## config.mk

```make
export PLATFORM = sky130hd
export DESIGN_NAME = pet_flap_access_controller_top
export DESIGN_NICKNAME = d
export VERILOG_FILES = /design/src/rtl/core/pfac_pkg.sv /design/src/rtl/core/pet_flap_access_controller_top.sv
export SDC_FILE = /design/constraint.sdc
export NUM_CORES = 1
export LEC_CHECK = 0
export BUFFER_PORTS_ARGS = -buffer_cell sky130_fd_sc_hd__buf_2
export CAP_MARGIN = 20
export CORE_MARGIN = 1.5
export CORE_UTILIZATION = 58
export DETAILED_ROUTE_END_ITERATION = 10
export GPL_TIMING_DRIVEN = 0
export PLACE_DENSITY_LB_ADDON = 0.12
export SYNTH_ARGS = -nofsm -noshare
export SYNTH_HDL_FRONTEND = slang
export SYNTH_SLANG_ARGS = --single-unit
```

## constraint.sdc

```tcl
create_clock -name clk -period 6.35 [get_ports clk]
set_clock_uncertainty 0.2 [all_clocks]
set_input_delay 0.9525 -clock clk [delete_from_list [all_inputs] [get_ports clk]]
set_output_delay 0.9525 -clock clk [all_outputs]
set_load 0.05 [all_outputs]
```

## src/rtl/core/pfac_pkg.sv

```systemverilog
// types and constants shared by the pet flap access controller
`default_nettype none
package pfac_pkg;

  typedef enum logic [2:0] {
    FLAP_NORMAL = 3'd0,
    FLAP_VET    = 3'd1,
    FLAP_CLOSED = 3'd2,
    FLAP_NIGHT  = 3'd3,
    FLAP_LEARN  = 3'd4,
    FLAP_CLEAR  = 3'd5,
    FLAP_OPEN   = 3'd6
  } mode_t;

  typedef enum logic [2:0] {
    BEEP_NONE        = 3'd0,
    BEEP_SHORT       = 3'd1,
    BEEP_LONG        = 3'd2,
    BEEP_PLAIN       = 3'd3,
    BEEP_SERIES      = 3'd4,
    BEEP_SERIES_LONG = 3'd5
  } beep_t;

  typedef enum logic [1:0] {
    EV_NONE  = 2'd0,
    EV_GREEN = 2'd1,
    EV_RED   = 2'd2,
    EV_BOTH  = 2'd3
  } press_ev_t;

  // menu entries
  localparam logic [2:0] MENU_EXIT      = 3'd1;
  localparam logic [2:0] MENU_OPEN      = 3'd2;
  localparam logic [2:0] MENU_SILENT    = 3'd3;
  localparam logic [2:0] MENU_THRESHOLD = 3'd4;
  localparam logic [2:0] MENU_LOCK_TIME = 3'd5;
  localparam logic [2:0] MENU_SIX       = 3'd6;
  localparam logic [2:0] MENU_TIMER     = 3'd7;
  localparam logic [2:0] MENU_FIRST     = 3'd1;
  localparam logic [2:0] MENU_LAST      = 3'd7;

  // configuration register indexes
  localparam logic [2:0] REG_LOCK_RETURN = 3'd0;
  localparam logic [2:0] REG_NIGHT_GAP   = 3'd1;
  localparam logic [2:0] REG_SHORT_PRESS = 3'd2;
  localparam logic [2:0] REG_VET_PRESS   = 3'd3;
  localparam logic [2:0] REG_LEARN_PRESS = 3'd4;
  localparam logic [2:0] REG_LONG_HOLD   = 3'd5;

  localparam logic [14:0] LOCK_RETURN_RESET = 15'd4000;
  localparam logic [14:0] LOCK_RETURN_MIN   = 15'd1000;
  localparam logic [14:0] LOCK_RETURN_MAX   = 15'd25000;
  localparam logic [5:0]  NIGHT_GAP_RESET   = 6'd5;
  localparam logic [15:0] SHORT_PRESS_RESET = 16'd2000;
  localparam logic [15:0] VET_PRESS_RESET   = 16'd5000;
  localparam logic [15:0] LEARN_PRESS_RESET = 16'd10000;
  localparam logic [15:0] LONG_HOLD_RESET   = 16'd30000;
  localparam int          THRESHOLD_RESET   = 512;
  localparam logic [2:0]  SERIES_FIVE       = 3'd5;

  typedef struct packed {
    mode_t mode;
    logic  out_l;
    logic  in_l;
  } latch_t;

endpackage
`default_nettype wire

```

## src/rtl/core/pet_flap_access_controller_top.sv

```systemverilog
// pet flap access controller: button classing, flap modes, latches and indicators
//
//  channel | signals                              | accepted when
//  --------+--------------------------------------+----------------------------
//  input   | s_tvalid s_tready s_tdata s_tuser    | s_tvalid && s_tready
//  result  | m_tvalid m_tready m_tdata            | m_tvalid && m_tready
//  config  | cfg_valid cfg_ready cfg_index cfg_data | cfg_valid && cfg_ready
//
// one tick per cycle: each transaction is worked out by the next-state logic in the
// cycle it is accepted and its result appears in the output register in the next cycle.
// s_tready stays high while the output register is empty or being drained, so a
// stalled result holds only the input side; cfg_ready is always high.
// rst is synchronous and clears all control state to its reset values.
`default_nettype none
module pet_flap_access_controller_top
  import pfac_pkg::*;
#(
  parameter int LIGHT_BITS = 10,
  parameter int BLINK_BIT  = 9,
  parameter int TIMER_BITS = 16
) (
  input  wire logic        clk,
  input  wire logic        rst,
  input  wire logic        s_tvalid,
  output logic             s_tready,
  // green_down[0] red_down[1] light_level[11:2] tag_match[12] zero[15:13]
  input  wire logic [15:0] s_tdata,
  // light_valid[0]
  input  wire logic [0:0]  s_tuser,
  output logic             m_tvalid,
  input  wire logic        m_tready,
  // mode_now[2:0] out_lock[3] in_lock[4] green_ind[5] red_led[6] beep_kind[9:7]
  // beep_count[12:10] learn_pulse[13] clear_pulse[14] menu_active[15]
  // menu_item[18:16] admitted[19] zero[23:20]
  output logic [23:0]      m_tdata,
  input  wire logic        cfg_valid,
  output logic             cfg_ready,
  input  wire logic [2:0]  cfg_index,
  input  wire logic [15:0] cfg_data
);

  localparam int LW = (LIGHT_BITS > 10) ? LIGHT_BITS : 10;
  localparam logic [LW-1:0] LIGHT_MASK = LW'((64'd1 << LIGHT_BITS) - 64'd1);
  localparam int TW = BLINK_BIT + 1;

  // configuration
  logic [14:0] lock_return_ms;
  logic [5:0]  night_gap;
  logic [15:0] short_press_ms, vet_press_ms, learn_press_ms, long_hold_ms;

  // state
  mode_t                 flap_mode;
  logic                  out_locked, in_locked;
  logic                  green_was_down, red_was_down, both_seen;
  logic [TIMER_BITS-1:0] press_time;
  logic                  menu_open, silent_on, keys_locked;
  logic [2:0]            menu_entry;
  logic [LW-1:0]         light_now, light_threshold;
  logic [14:0]           unlock_left;
  logic [TW-1:0]         tick_count;

  mode_t                 flap_mode_next;
  logic                  out_locked_next, in_locked_next;
  logic                  both_seen_next;
  logic [TIMER_BITS-1:0] press_time_next;
  logic                  menu_open_next, silent_on_next, keys_locked_next;
  logic [2:0]            menu_entry_next;
  logic [LW-1:0]         light_now_next, light_threshold_next;
  logic [14:0]           unlock_left_next;
  logic [TW-1:0]         tick_count_next;
  logic [23:0]           result_next;

  logic in_accept;
  assign in_accept = s_tvalid && s_tready;
  assign s_tready  = !m_tvalid || m_tready;
  assign cfg_ready = 1'b1;

  function automatic latch_t set_mode(input mode_t m);
    latch_t r;
    r.mode = m;
    case (m)
      FLAP_VET, FLAP_CLOSED: begin
        r.out_l = 1'b1;
        r.in_l  = 1'b1;
      end
      FLAP_OPEN: begin
        r.out_l = 1'b0;
        r.in_l  = 1'b0;
      end
      FLAP_NORMAL, FLAP_NIGHT, FLAP_LEARN, FLAP_CLEAR: begin
        r.out_l = 1'b0;
        r.in_l  = 1'b1;
      end
      default: begin
        r.mode  = FLAP_NORMAL;
        r.out_l = 1'b0;
        r.in_l  = 1'b1;
      end
    endcase
    return r;
  endfunction

  logic                  g, r, blink, may_open, green_ind, red_led;
  logic                  learn_p, clear_p, admitted;
  beep_t                 beep_kind;
  logic [2:0]            beep_count;
  press_ev_t             ev;
  logic [TIMER_BITS-1:0] t;
  logic [14:0]           dur;
  latch_t                lt;
  logic [LW:0]           light_plus_gap;

  always_comb begin
    g = s_tdata[0];
    r = s_tdata[1];
    green_ind = 1'b0;
    red_led   = 1'b0;
    may_open  = 1'b0;
    learn_p   = 1'b0;
    clear_p   = 1'b0;
    admitted  = 1'b0;
    beep_kind = BEEP_NONE;
    beep_count = 3'd0;
    ev = EV_NONE;
    lt = '0;

    flap_mode_next       = flap_mode;
    out_locked_next      = out_locked;
    in_locked_next       = in_locked;
    both_seen_next       = both_seen;
    menu_open_next       = menu_open;
    menu_entry_next      = menu_entry;
    silent_on_next       = silent_on;
    keys_locked_next     = keys_locked;
    light_threshold_next = light_threshold;
    unlock_left_next     = unlock_left;

    light_now_next = s_tuser[0] ? (LW'(s_tdata[11:2]) & LIGHT_MASK) : light_now;
    tick_count_next = tick_count + TW'(1);
    blink = tick_count_next[BLINK_BIT];

    if (unlock_left_next != 15'd0) begin
      unlock_left_next = unlock_left_next - 15'd1;
      if (unlock_left_next == 15'd0) in_locked_next = 1'b1;
    end

    light_plus_gap = {1'b0, light_now_next} + (LW + 1)'(night_gap);

    case (flap_mode)
      FLAP_NORMAL: may_open = 1'b1;
      FLAP_VET: begin
        green_ind = blink;
        may_open  = 1'b1;
      end
      FLAP_CLOSED: begin
        green_ind = blink;
        red_led   = blink;
      end
      FLAP_LEARN: begin
        learn_p = 1'b1;
        lt = set_mode(FLAP_NORMAL);
        flap_mode_next = lt.mode; out_locked_next = lt.out_l; in_locked_next = lt.in_l;
        unlock_left_next = 15'd0;
      end
      FLAP_CLEAR: begin
        clear_p = 1'b1;
        lt = set_mode(FLAP_NORMAL);
        flap_mode_next = lt.mode; out_locked_next = lt.out_l; in_locked_next = lt.in_l;
        unlock_left_next = 15'd0;
      end
      FLAP_OPEN: red_led = blink;
      FLAP_NIGHT: begin
        if ((light_now_next > light_threshold) && !out_locked_next) begin
          out_locked_next = 1'b1; in_locked_next = 1'b1; unlock_left_next = 15'd0;
        end else if ((light_plus_gap < {1'b0, light_threshold}) && out_locked_next) begin
          out_locked_next = 1'b0; in_locked_next = 1'b1; unlock_left_next = 15'd0;
        end
        green_ind = out_locked_next;
        red_led   = 1'b1;
        may_open  = 1'b1;
      end
      default: begin
        lt = set_mode(FLAP_NORMAL);
        flap_mode_next = lt.mode; out_locked_next = lt.out_l; in_locked_next = lt.in_l;
        unlock_left_next = 15'd0;
      end
    endcase

    // tag admission, clamped open time
    if (lock_return_ms < LOCK_RETURN_MIN)      dur = LOCK_RETURN_MIN;
    else if (lock_return_ms > LOCK_RETURN_MAX) dur = LOCK_RETURN_MAX;
    else                                       dur = lock_return_ms;
    if (may_open && s_tdata[12] && (unlock_left_next == 15'd0)) begin
      unlock_left_next = dur;
      in_locked_next   = 1'b0;
      admitted         = 1'b1;
      if (!silent_on) beep_kind = BEEP_PLAIN;
    end

    // press timer saturates
    t = (press_time != '1) ? press_time + TIMER_BITS'(1) : press_time;
    press_time_next = t;
    if (g && !green_was_down) begin
      press_time_next = '0; both_seen_next = 1'b0;
    end else if (!g && green_was_down) begin
      ev = both_seen ? EV_BOTH : EV_GREEN;
    end else if (g && green_was_down) begin
      if (r) both_seen_next = 1'b1;
    end else if (r && !red_was_down) begin
      press_time_next = '0; both_seen_next = 1'b0;
    end else if (!r && red_was_down) begin
      ev = EV_RED;
    end

    if (ev == EV_GREEN && !keys_locked) begin
      if (t > TIMER_BITS'(long_hold_ms)) begin
        beep_kind = BEEP_SERIES_LONG; beep_count = SERIES_FIVE;
        lt = set_mode(FLAP_NORMAL);
        flap_mode_next = lt.mode; out_locked_next = lt.out_l; in_locked_next = lt.in_l;
        unlock_left_next = 15'd0;
        green_ind = 1'b0; red_led = 1'b0;
      end else if (menu_open) begin
        menu_entry_next = (menu_entry <= MENU_FIRST) ? MENU_LAST : menu_entry - 3'd1;
        beep_kind = BEEP_SERIES; beep_count = menu_entry_next;
      end else if (t > TIMER_BITS'(learn_press_ms)) begin
        lt = set_mode(FLAP_LEARN);
        flap_mode_next = lt.mode; out_locked_next = lt.out_l; in_locked_next = lt.in_l;
        unlock_left_next = 15'd0;
      end
    end else if (ev == EV_RED) begin
      if (t > TIMER_BITS'(long_hold_ms)) begin
        keys_locked_next = !keys_locked;
        beep_kind = BEEP_SERIES; beep_count = SERIES_FIVE;
      end else if (keys_locked) begin
        beep_kind = beep_kind;
      end else if (menu_open) begin
        menu_entry_next = (menu_entry >= MENU_LAST) ? MENU_FIRST : menu_entry + 3'd1;
        beep_kind = BEEP_SERIES; beep_count = menu_entry_next;
      end else if (t > TIMER_BITS'(vet_press_ms)) begin
        lt = set_mode((flap_mode_next == FLAP_VET) ? FLAP_NORMAL : FLAP_VET);
        flap_mode_next = lt.mode; out_locked_next = lt.out_l; in_locked_next = lt.in_l;
        unlock_left_next = 15'd0;
        beep_kind = BEEP_SHORT; beep_count = 3'd0;
      end else if (t < TIMER_BITS'(short_press_ms)) begin
        lt = set_mode((flap_mode_next == FLAP_NIGHT) ? FLAP_NORMAL : FLAP_NIGHT);
        flap_mode_next = lt.mode; out_locked_next = lt.out_l; in_locked_next = lt.in_l;
        unlock_left_next = 15'd0;
        beep_kind = BEEP_SHORT; beep_count = 3'd0;
      end
    end else if (ev == EV_BOTH && !(keys_locked && (t < TIMER_BITS'(long_hold_ms)))) begin
      if (t > TIMER_BITS'(long_hold_ms)) begin
        lt = set_mode(FLAP_CLEAR);
        flap_mode_next = lt.mode; out_locked_next = lt.out_l; in_locked_next = lt.in_l;
        unlock_left_next = 15'd0;
      end else if (menu_open) begin
        menu_open_next = 1'b0;
        case (menu_entry)
          MENU_EXIT: begin
            beep_kind = BEEP_SHORT; beep_count = 3'd0;
          end
          MENU_OPEN: begin
            lt = set_mode(FLAP_OPEN);
            flap_mode_next = lt.mode; out_locked_next = lt.out_l; in_locked_next = lt.in_l;
            unlock_left_next = 15'd0;
            beep_kind = BEEP_SHORT; beep_count = 3'd0;
          end
          MENU_SILENT: begin
            silent_on_next = !silent_on;
            beep_kind = BEEP_SHORT; beep_count = 3'd0;
          end
          MENU_THRESHOLD: begin
            light_threshold_next = light_now_next;
            beep_kind = BEEP_SHORT; beep_count = 3'd0;
          end
          MENU_SIX, MENU_TIMER: begin
            beep_kind = BEEP_SHORT; beep_count = 3'd0;
          end
          // lock time entry closes silently
          MENU_LOCK_TIME: beep_kind = beep_kind;
          default: beep_kind = beep_kind;
        endcase
      end else if (t > TIMER_BITS'(short_press_ms)) begin
        menu_open_next = 1'b1; menu_entry_next = MENU_FIRST;
        beep_kind = BEEP_LONG; beep_count = 3'd0;
      end
    end

    if (menu_open_next) green_ind = 1'b1;

    result_next = {4'd0, admitted, menu_entry_next, menu_open_next, clear_p, learn_p,
                   beep_count, beep_kind, red_led, green_ind, in_locked_next,
                   out_locked_next, flap_mode_next};
  end

  always_ff @(posedge clk) begin
    if (rst) begin
      lock_return_ms <= LOCK_RETURN_RESET;
      night_gap      <= NIGHT_GAP_RESET;
      short_press_ms <= SHORT_PRESS_RESET;
      vet_press_ms   <= VET_PRESS_RESET;
      learn_press_ms <= LEARN_PRESS_RESET;
      long_hold_ms   <= LONG_HOLD_RESET;
    end else if (cfg_valid && cfg_ready) begin
      case (cfg_index)
        REG_LOCK_RETURN: lock_return_ms <= cfg_data[14:0];
        REG_NIGHT_GAP:   night_gap      <= cfg_data[5:0];
        REG_SHORT_PRESS: short_press_ms <= cfg_data;
        REG_VET_PRESS:   vet_press_ms   <= cfg_data;
        REG_LEARN_PRESS: learn_press_ms <= cfg_data;
        REG_LONG_HOLD:   long_hold_ms   <= cfg_data;
        default: ;
      endcase
    end
  end

  always_ff @(posedge clk) begin
    if (rst) begin
      flap_mode       <= FLAP_NORMAL;
      out_locked      <= 1'b0;
      in_locked       <= 1'b1;
      green_was_down  <= 1'b0;
      red_was_down    <= 1'b0;
      press_time      <= '0;
      both_seen       <= 1'b0;
      menu_open       <= 1'b0;
      menu_entry      <= MENU_FIRST;
      silent_on       <= 1'b0;
      keys_locked     <= 1'b0;
      light_now       <= '0;
      light_threshold <= LW'(THRESHOLD_RESET);
      unlock_left     <= 15'd0;
      tick_count      <= '0;
    end else if (in_accept) begin
      flap_mode       <= flap_mode_next;
      out_locked      <= out_locked_next;
      in_locked       <= in_locked_next;
      green_was_down  <= g;
      red_was_down    <= r;
      press_time      <= press_time_next;
      both_seen       <= both_seen_next;
      menu_open       <= menu_open_next;
      menu_entry      <= menu_entry_next;
      silent_on       <= silent_on_next;
      keys_locked     <= keys_locked_next;
      light_now       <= light_now_next;
      light_threshold <= light_threshold_next;
      unlock_left     <= unlock_left_next;
      tick_count      <= tick_count_next;
    end
  end

  // output register
  always_ff @(posedge clk) begin
    if (rst) begin
      m_tvalid <= 1'b0;
    end else if (in_accept) begin
      m_tvalid <= 1'b1;
    end else if (m_tready) begin
      m_tvalid <= 1'b0;
    end
  end

  always_ff @(posedge clk) begin
    if (in_accept) m_tdata <= result_next;
  end

endmodule
`default_nettype wire

```

Word level (Yosys, flattened, before mapping)
Cells that the tools add are included.
{ "totals": {"reg_bits": 181, "out_inout_bits": 27} }
{ "op_classes": {"add_sub_neg": 6, "order_cmp": 12, "eq_ne": 37, "muxes": 150, "bitwise_logic": 3, "n_reduce_logical": 52} }
{ "op_table": {"columns": ["op", "count"], "rows": [
  ["2-to-1 mux 15 bit", 20],
  ["2-to-1 mux 3 bit", 49],
  ["2-to-1 mux 16 bit", 5],
  ["> comparator 16 bit", 4],
  ["2-to-1 mux 1 bit", 58],
  ["less-than comparator 16 bit", 2],
  ["logical NOT 15 bit", 2],
  ["case mux 15 bit (2 select lines)", 1],
  ["== test 3 bit, second input constant", 8],
  ["== test 3 x 2 -> 1 bit, second input constant", 7],
  ["2-to-1 mux 2 bit", 10],
  ["adder 16 x 1 -> 16 bit, second input constant", 1],
  ["inequality test 16 bit, second input constant", 1],
  ["> comparator 15 bit, second input constant", 1],
  ["less-than comparator 15 x 10 -> 1 bit, second input constant", 1],
  ["nonzero test 15 bit", 1],
  ["subtractor 15 x 1 -> 15 bit, second input constant", 1],
  ["AND reduction 7 bit", 2],
  ["OR reduction 7 bit", 2],
  ["logical AND 1 bit", 13],
  ["== test 3 x 1 -> 1 bit, second input constant", 4],
  ["logical NOT 3 bit", 4],
  ["AND reduction 2 bit", 6],
  ["adder 10 x 6 -> 11 bit", 1],
  ["29 further kinds", 56]
]} }

Longest topological paths before layout
{ "logic_depth": {"ltp_word": 17, "ltp_mapped": 24, "ltp_nobuf": 21} }

Worst setup path after synthesis
OpenSTA, ideal clock, no wires.
{ "synth_timing": {"kind": "input to register", "from": "input s_tuser", "to": "register m_tdata[7], data pin", "t_arrival_ns": 5.365, "path_slack_ns": 0.526, "stages": 24, "n_path_buf": 3, "cell_sequence": "clkbuf_1 > clkbuf_1 > mux2i_1 > inv_1 > ha_1 > a21o_1 > a21oi_1 > o21bai_1 > a21oi_1 > nor2b_1 > o21ai_0 > nor3_1 > xor2_1 > ha_1 > nand3_1 > nor3_1 > a221oi_1 > and3_1 > o31ai_2 > a22o_4 > inv_4 > buf_6 > a22oi_1 > o21ai_1"} }
{ "synth_between": {"elab_chain_cells": 17} }
{ "synth_rtl": {"columns": ["item", "line", "text"], "rows": [
  ["start: declaration", "pet_flap_access_controller_top.sv:29", "input wire logic [0:0] s_tuser,"],
  ["2-to-1 mux 10 bit *", "pet_flap_access_controller_top.sv:138", "light_now_next = s_tuser[0] ? (LW'(s_tdata[11:2]) & LIGHT_MASK) : light_now;"],
  ["net light_now_next[1]", "pet_flap_access_controller_top.sv:68", "logic [LW-1:0] light_now_next, light_threshold_next;"],
  ["adder 10 x 6 -> 11 bit", "pet_flap_access_controller_top.sv:147", "light_plus_gap = {1'b0, light_now_next} + (LW + 1)'(night_gap);"],
  ["less-than comparator 11 x 10 -> 1 bit", "pet_flap_access_controller_top.sv:175", "end else if ((light_plus_gap < {1'b0, light_threshold}) && out_locked_next) begin"],
  ["logical AND 1 bit", "pet_flap_access_controller_top.sv:175", null],
  ["2-to-1 mux 15 bit", "pet_flap_access_controller_top.sv:175", null],
  ["2-to-1 mux 15 bit *", "pet_flap_access_controller_top.sv:173", "if ((light_now_next > light_threshold) && !out_locked_next) begin"],
  ["case mux 15 bit (2 select lines) *", "pet_flap_access_controller_top.sv:149", "case (flap_mode)"],
  ["(+3 left out)", null, null],
  ["2-to-1 mux 3 bit", "pet_flap_access_controller_top.sv:244", "end else if (t < TIMER_BITS'(short_press_ms)) begin"],
  ["2-to-1 mux 3 bit", "pet_flap_access_controller_top.sv:239", "end else if (t > TIMER_BITS'(vet_press_ms)) begin"],
  ["2-to-1 mux 3 bit", "pet_flap_access_controller_top.sv:236", "end else if (menu_open) begin"],
  ["2-to-1 mux 3 bit", "pet_flap_access_controller_top.sv:234", "end else if (keys_locked) begin"],
  ["2-to-1 mux 3 bit", "pet_flap_access_controller_top.sv:231", "if (t > TIMER_BITS'(long_hold_ms)) begin"],
  ["2-to-1 mux 3 bit", "pet_flap_access_controller_top.sv:230", "end else if (ev == EV_RED) begin"],
  ["2-to-1 mux 3 bit *", "pet_flap_access_controller_top.sv:215", "if (ev == EV_GREEN && !keys_locked) begin"],
  ["net beep_kind[0]", "pet_flap_access_controller_top.sv:105", "beep_t beep_kind;"],
  ["end signal: assignment", "pet_flap_access_controller_top.sv:364", "if (in_accept) m_tdata <= result_next;"],
  ["end: declaration", "pet_flap_access_controller_top.sv:35", "output logic [23:0] m_tdata,"]
]} }
The timed path passes the listed nets; every way through them passes the cells marked *.
A chain may end at the register's enable or synchronous reset.

Final worst setup path
Same ends and word-level chain as after synthesis.

==> qor.txt <==
======================================================================================
Finish-stage setup viols                                                             0
Max_cap viols                                                                        0
Post-route ant nets                                                                  0
Cells traversed along the worst timing path                               clkbuf_1 > clkbuf_2 > mux2i_2 > inv_1 > ha_1 > a21o_1 > a21oi_1 > o21bai_1 > a21oi_1 > nor2b_1 > o21ai_0 > nor3_1 > xor2_1 > ha_1 > nand3_1 > nor3_1 > a221oi_1 > and3_1 > o31ai_4 > a22o_4 > inv_4 > buf_6 > a22oi_1 > o21ai_1
Final clock period utilization by the worst path                                93.45%
RSZ-0062 raised after global routing                                                no
Global Route met3 Usage                                                         5.605%
Synthesized cell area                                                      10,990 um^2
Average wire per standard cell                                                18.62 um
Slowest Stage Delay on Critical Path                                            450 ps
Pre-Repair DR Iteration Count                                                        5
Register area share after synthesis                                             34.79%
Total core area                                                            18,640 um^2
Final critical-path required period                                            5934 ps
Power density normalized to cell area                                     265.8 nW/um^2
Antenna diodes                                                                       0
CTS Hold Buffers Added                                                               0
DRC Markers                                                                          0
Wire length of the first global-routing pass                                  50.20 mm
CTS tree                                                                         built
Layout cell share with drive strength beyond 1                                  8.503%
Maximum number of pins on one net before global-route repair                        20
Clock latency on the worst-skew pair                                            450 ps
Result of the run                                                         finished, final reports clean
Largest driver fanout on the critical path                                          10
Antenna violations before repair                                                     0
Count of endpoints failing hold in the final timing report                           0
Dominant register cell in the synthesized netlist                         sky130_fd_sc_hd__dfxtp_1
Number of nets at the end of the flow                                            1,599
Number of distinct standard cells referenced by the synthesized netlist             78
Slowest-stage cell, CP                                                    sky130_fd_sc_hd__o31ai_4
Area enclosed by the die boundary                                          19,780 um^2
Die Span Y                                                                    140.7 um
H-tree Lvls                                                                          4
Required time of the critical path                                             6340 ps
Effective utilization at floorplan                                              58.95%
Async SR Flop Fraction                                                              0%
Number of global-route vias before repair                                        9,697
Most common cell after layout, fill and taps aside                        sky130_fd_sc_hd__nand2_1
Number of synthesized flops with an enable pin                                      20
Clock-pin transition on the worst setup and hold timing paths                    70 ps
Met2 Resource Use GR                                                            56.26%
Critical Path End Type                                                            flop
Die extent in x                                                               140.7 um
Layer with the highest usage                                                      met2
Yosys warning total                                                                  0
Pleak                                                                      0.005189 uW
Total wire length                                                             31.73 mm
Design Area, Final                                                         12,240 um^2
TritonCTS sink count                                                               181
Global route overflow                                                                0
Count of standard-cell rows                                                         50
Startpoint type of the worst setup path                                   primary input
Final HPWL DP                                                                 23.41 mm
Overall Global Routing Usage                                                    32.65%
GRT met1 Usage                                                                  39.41%
Yosys reg bits                                                                     181
Max-slew violation total from the final report                                       0
I/O pin cnt                                                                         68
Filler instances                                                                 1,624
Number of buffers on the longest clock path                                          2
Routability cong.                                                               0.9123
Accumulated negative setup slack                                                  0 ps
Normalized max-slew margin                                                      24.73%
Worst Hold Class                                                          flop to flop
Category of the most critical setup path                                  primary input to flop
Worst slew pin tran                                                            1117 ps
Total clock buffers created by CTS                                                  17
Detailed router's first-iteration violation count                                  947
Gate count of the mapped netlist                                                 1,376
Most frequent cells in the layout                                         sky130_fd_sc_hd__nand2_1, sky130_fd_sc_hd__dfxtp_1, sky130_fd_sc_hd__nor2_1
Setup fix buffers added after clock tree synthesis                                   0
Number of vias per cell after detailed routing                                   6.036
Standard cell area after detailed placement                                11,600 um^2
Cell at the root of the clock tree                                        sky130_fd_sc_hd__clkbuf_16
Overall via count from detail_route                                             10,286
Input/output buffers                                                                57
Data arrival at the endpoint of the critical path                              5930 ps
Avg Cell Area, Syn                                                          7.987 um^2
Worst voltage drop across the vdd grid                                       0.1963 mV
Syn-to-layout area delta                                                        11.36%
Fmax achieved                                                                168.5 MHz
======================================================================================
==> power breakdown <==
| part | total, uW | switching (uW) | internal (uW) |
|---|---|---|---|
| clock network | 1150 | 494 | 657 |
| logic | 833 | 508 | 325 |
| registers | 1270 | 52.4 | 1220 |
==> registers in the layout, summed over array words and instances (netlist names), 3 cells and up <==
register and cells:
flap_mode 3, learn_press_ms 16, light_now 10, light_threshold 10, lock_return_ms 15, long_hold_ms 16, m_tdata 20, menu_entry 3
night_gap 6, press_time 16, short_press_ms 16, tick_count 10, unlock_left 15, vet_press_ms 16
==> what timing repair did <==
item                       CTS  global route
gates resized for setup      1             3
setup endpoints to repair    3            18
pin swaps                    0             1
==> final cells by class <==
class / count / area, um^2 / share of cell area (%)
Clock inverter: 11 / 160.2 / 1.309
Multi-Input combinational cell: 1027 / 6504 / 53.14
Inverter: 102 / 385.4 / 3.149
Buffer: 69 / 302.8 / 2.474
Sequential cell: 181 / 3824 / 31.24
Timing Repair Buffer: 59 / 305.3 / 2.494
Tap cell: 234 / 292.8 / 2.392
Clock buffer: 21 / 465.4 / 3.803
==> cell usage after synthesis, drive strengths merged, types with 12 or more instances <==
cell type | number | area [um^2]
nor2b | 12 | 75.07
buf | 15 | 98.84
nand2 | 233 | 874.6
nor3 | 24 | 125.1
nand4 | 25 | 156.4
xor2 | 18 | 157.7
a22oi | 22 | 165.2
and3 | 12 | 75.07
edfxtp | 20 | 600.6
o21ai | 56 | 280.3
dfxtp | 161 | 3223
ha | 100 | 1251
o21a | 12 | 90.09
nand3b | 23 | 172.7
clkbuf | 54 | 202.7
mux2i | 16 | 160.2
xnor2 | 22 | 192.7
a211oi | 31 | 232.7
a21oi | 109 | 545.5
nand3 | 33 | 170.2
nand2b | 18 | 112.6
inv | 102 | 385.4
nor2 | 114 | 427.9
==> cells by family after synthesis <==
family                     count (synthesis)  share of synthesized area (%)
other                                      2                        0.06833
DFF                                      181                          34.79
buffers and inverters                    171                          6.250
xor gates and xnor gates                  40                          3.188
AOI/OAI and AO/OA                        331                          19.77
and+or+nand+nor                          532                          22.70
adders and majority gates                101                          11.57
muxes                                     18                          1.662
==> critical path, delay by kind of cell <==
| family | cells | cell delay, ps |
|---|---|---|
| AO/OA/AOI/OAI | 10 | 2110 |
| XOR/XNOR | 1 | 160 |
| multiplexers | 1 | 400 |
| adder cells (fa/ha/maj) | 2 | 600 |
| buffers and inverters | 5 | 910 |
| AND/OR/NAND/NOR | 5 | 770 |
==> metal layers <==
| layer | share of wire (%) | up-vias |
|---|---|---|
| met4 | 4.3 | 0 |
| met2 | 48 | 372 |
| li1 | - | 5007 |
| met5 | 0 | - |
| met3 | 5.9 | 89 |
| met1 | 42 | 4818 |
==> worst paths after layout <==
check / endpoint / slack, ps / from / cells after the start
hold / removal: learn_press_ms[3] / 260 / learn_press_ms[3] / 2
hold reg to reg: learn_press_ms[3] / 260 / learn_press_ms[3] / 2
setup reg to reg: unlock_left[0] / 500 / press_time[3] / 15
setup / recovery: m_tdata[7] / 420 / s_tuser / 24
==> per-stage QoR <==
| stage | total power, uW | worst slack [ps] | utilization, % | std cells | hold slack (ps) |
|---|---|---|---|---|---|
| floorplan | 1909 | 525.8 | - | 1379 | 236.3 |
| global placement | 2097 | -444.3 | 62.11 | 1670 | 243.4 |
| detailed placement | 2110 | -520.8 | 62.22 | 1672 | 246.8 |
| CTS | 3248 | 110.2 | 65.62 | 1704 | 256.7 |
| global route | 3389 | 54.90 | 65.65 | 1704 | 269.0 |
| finish | 3253 | 415.8 | 65.65 | 1704 | 255.6 |
Power figures use the tool's default switching activity.
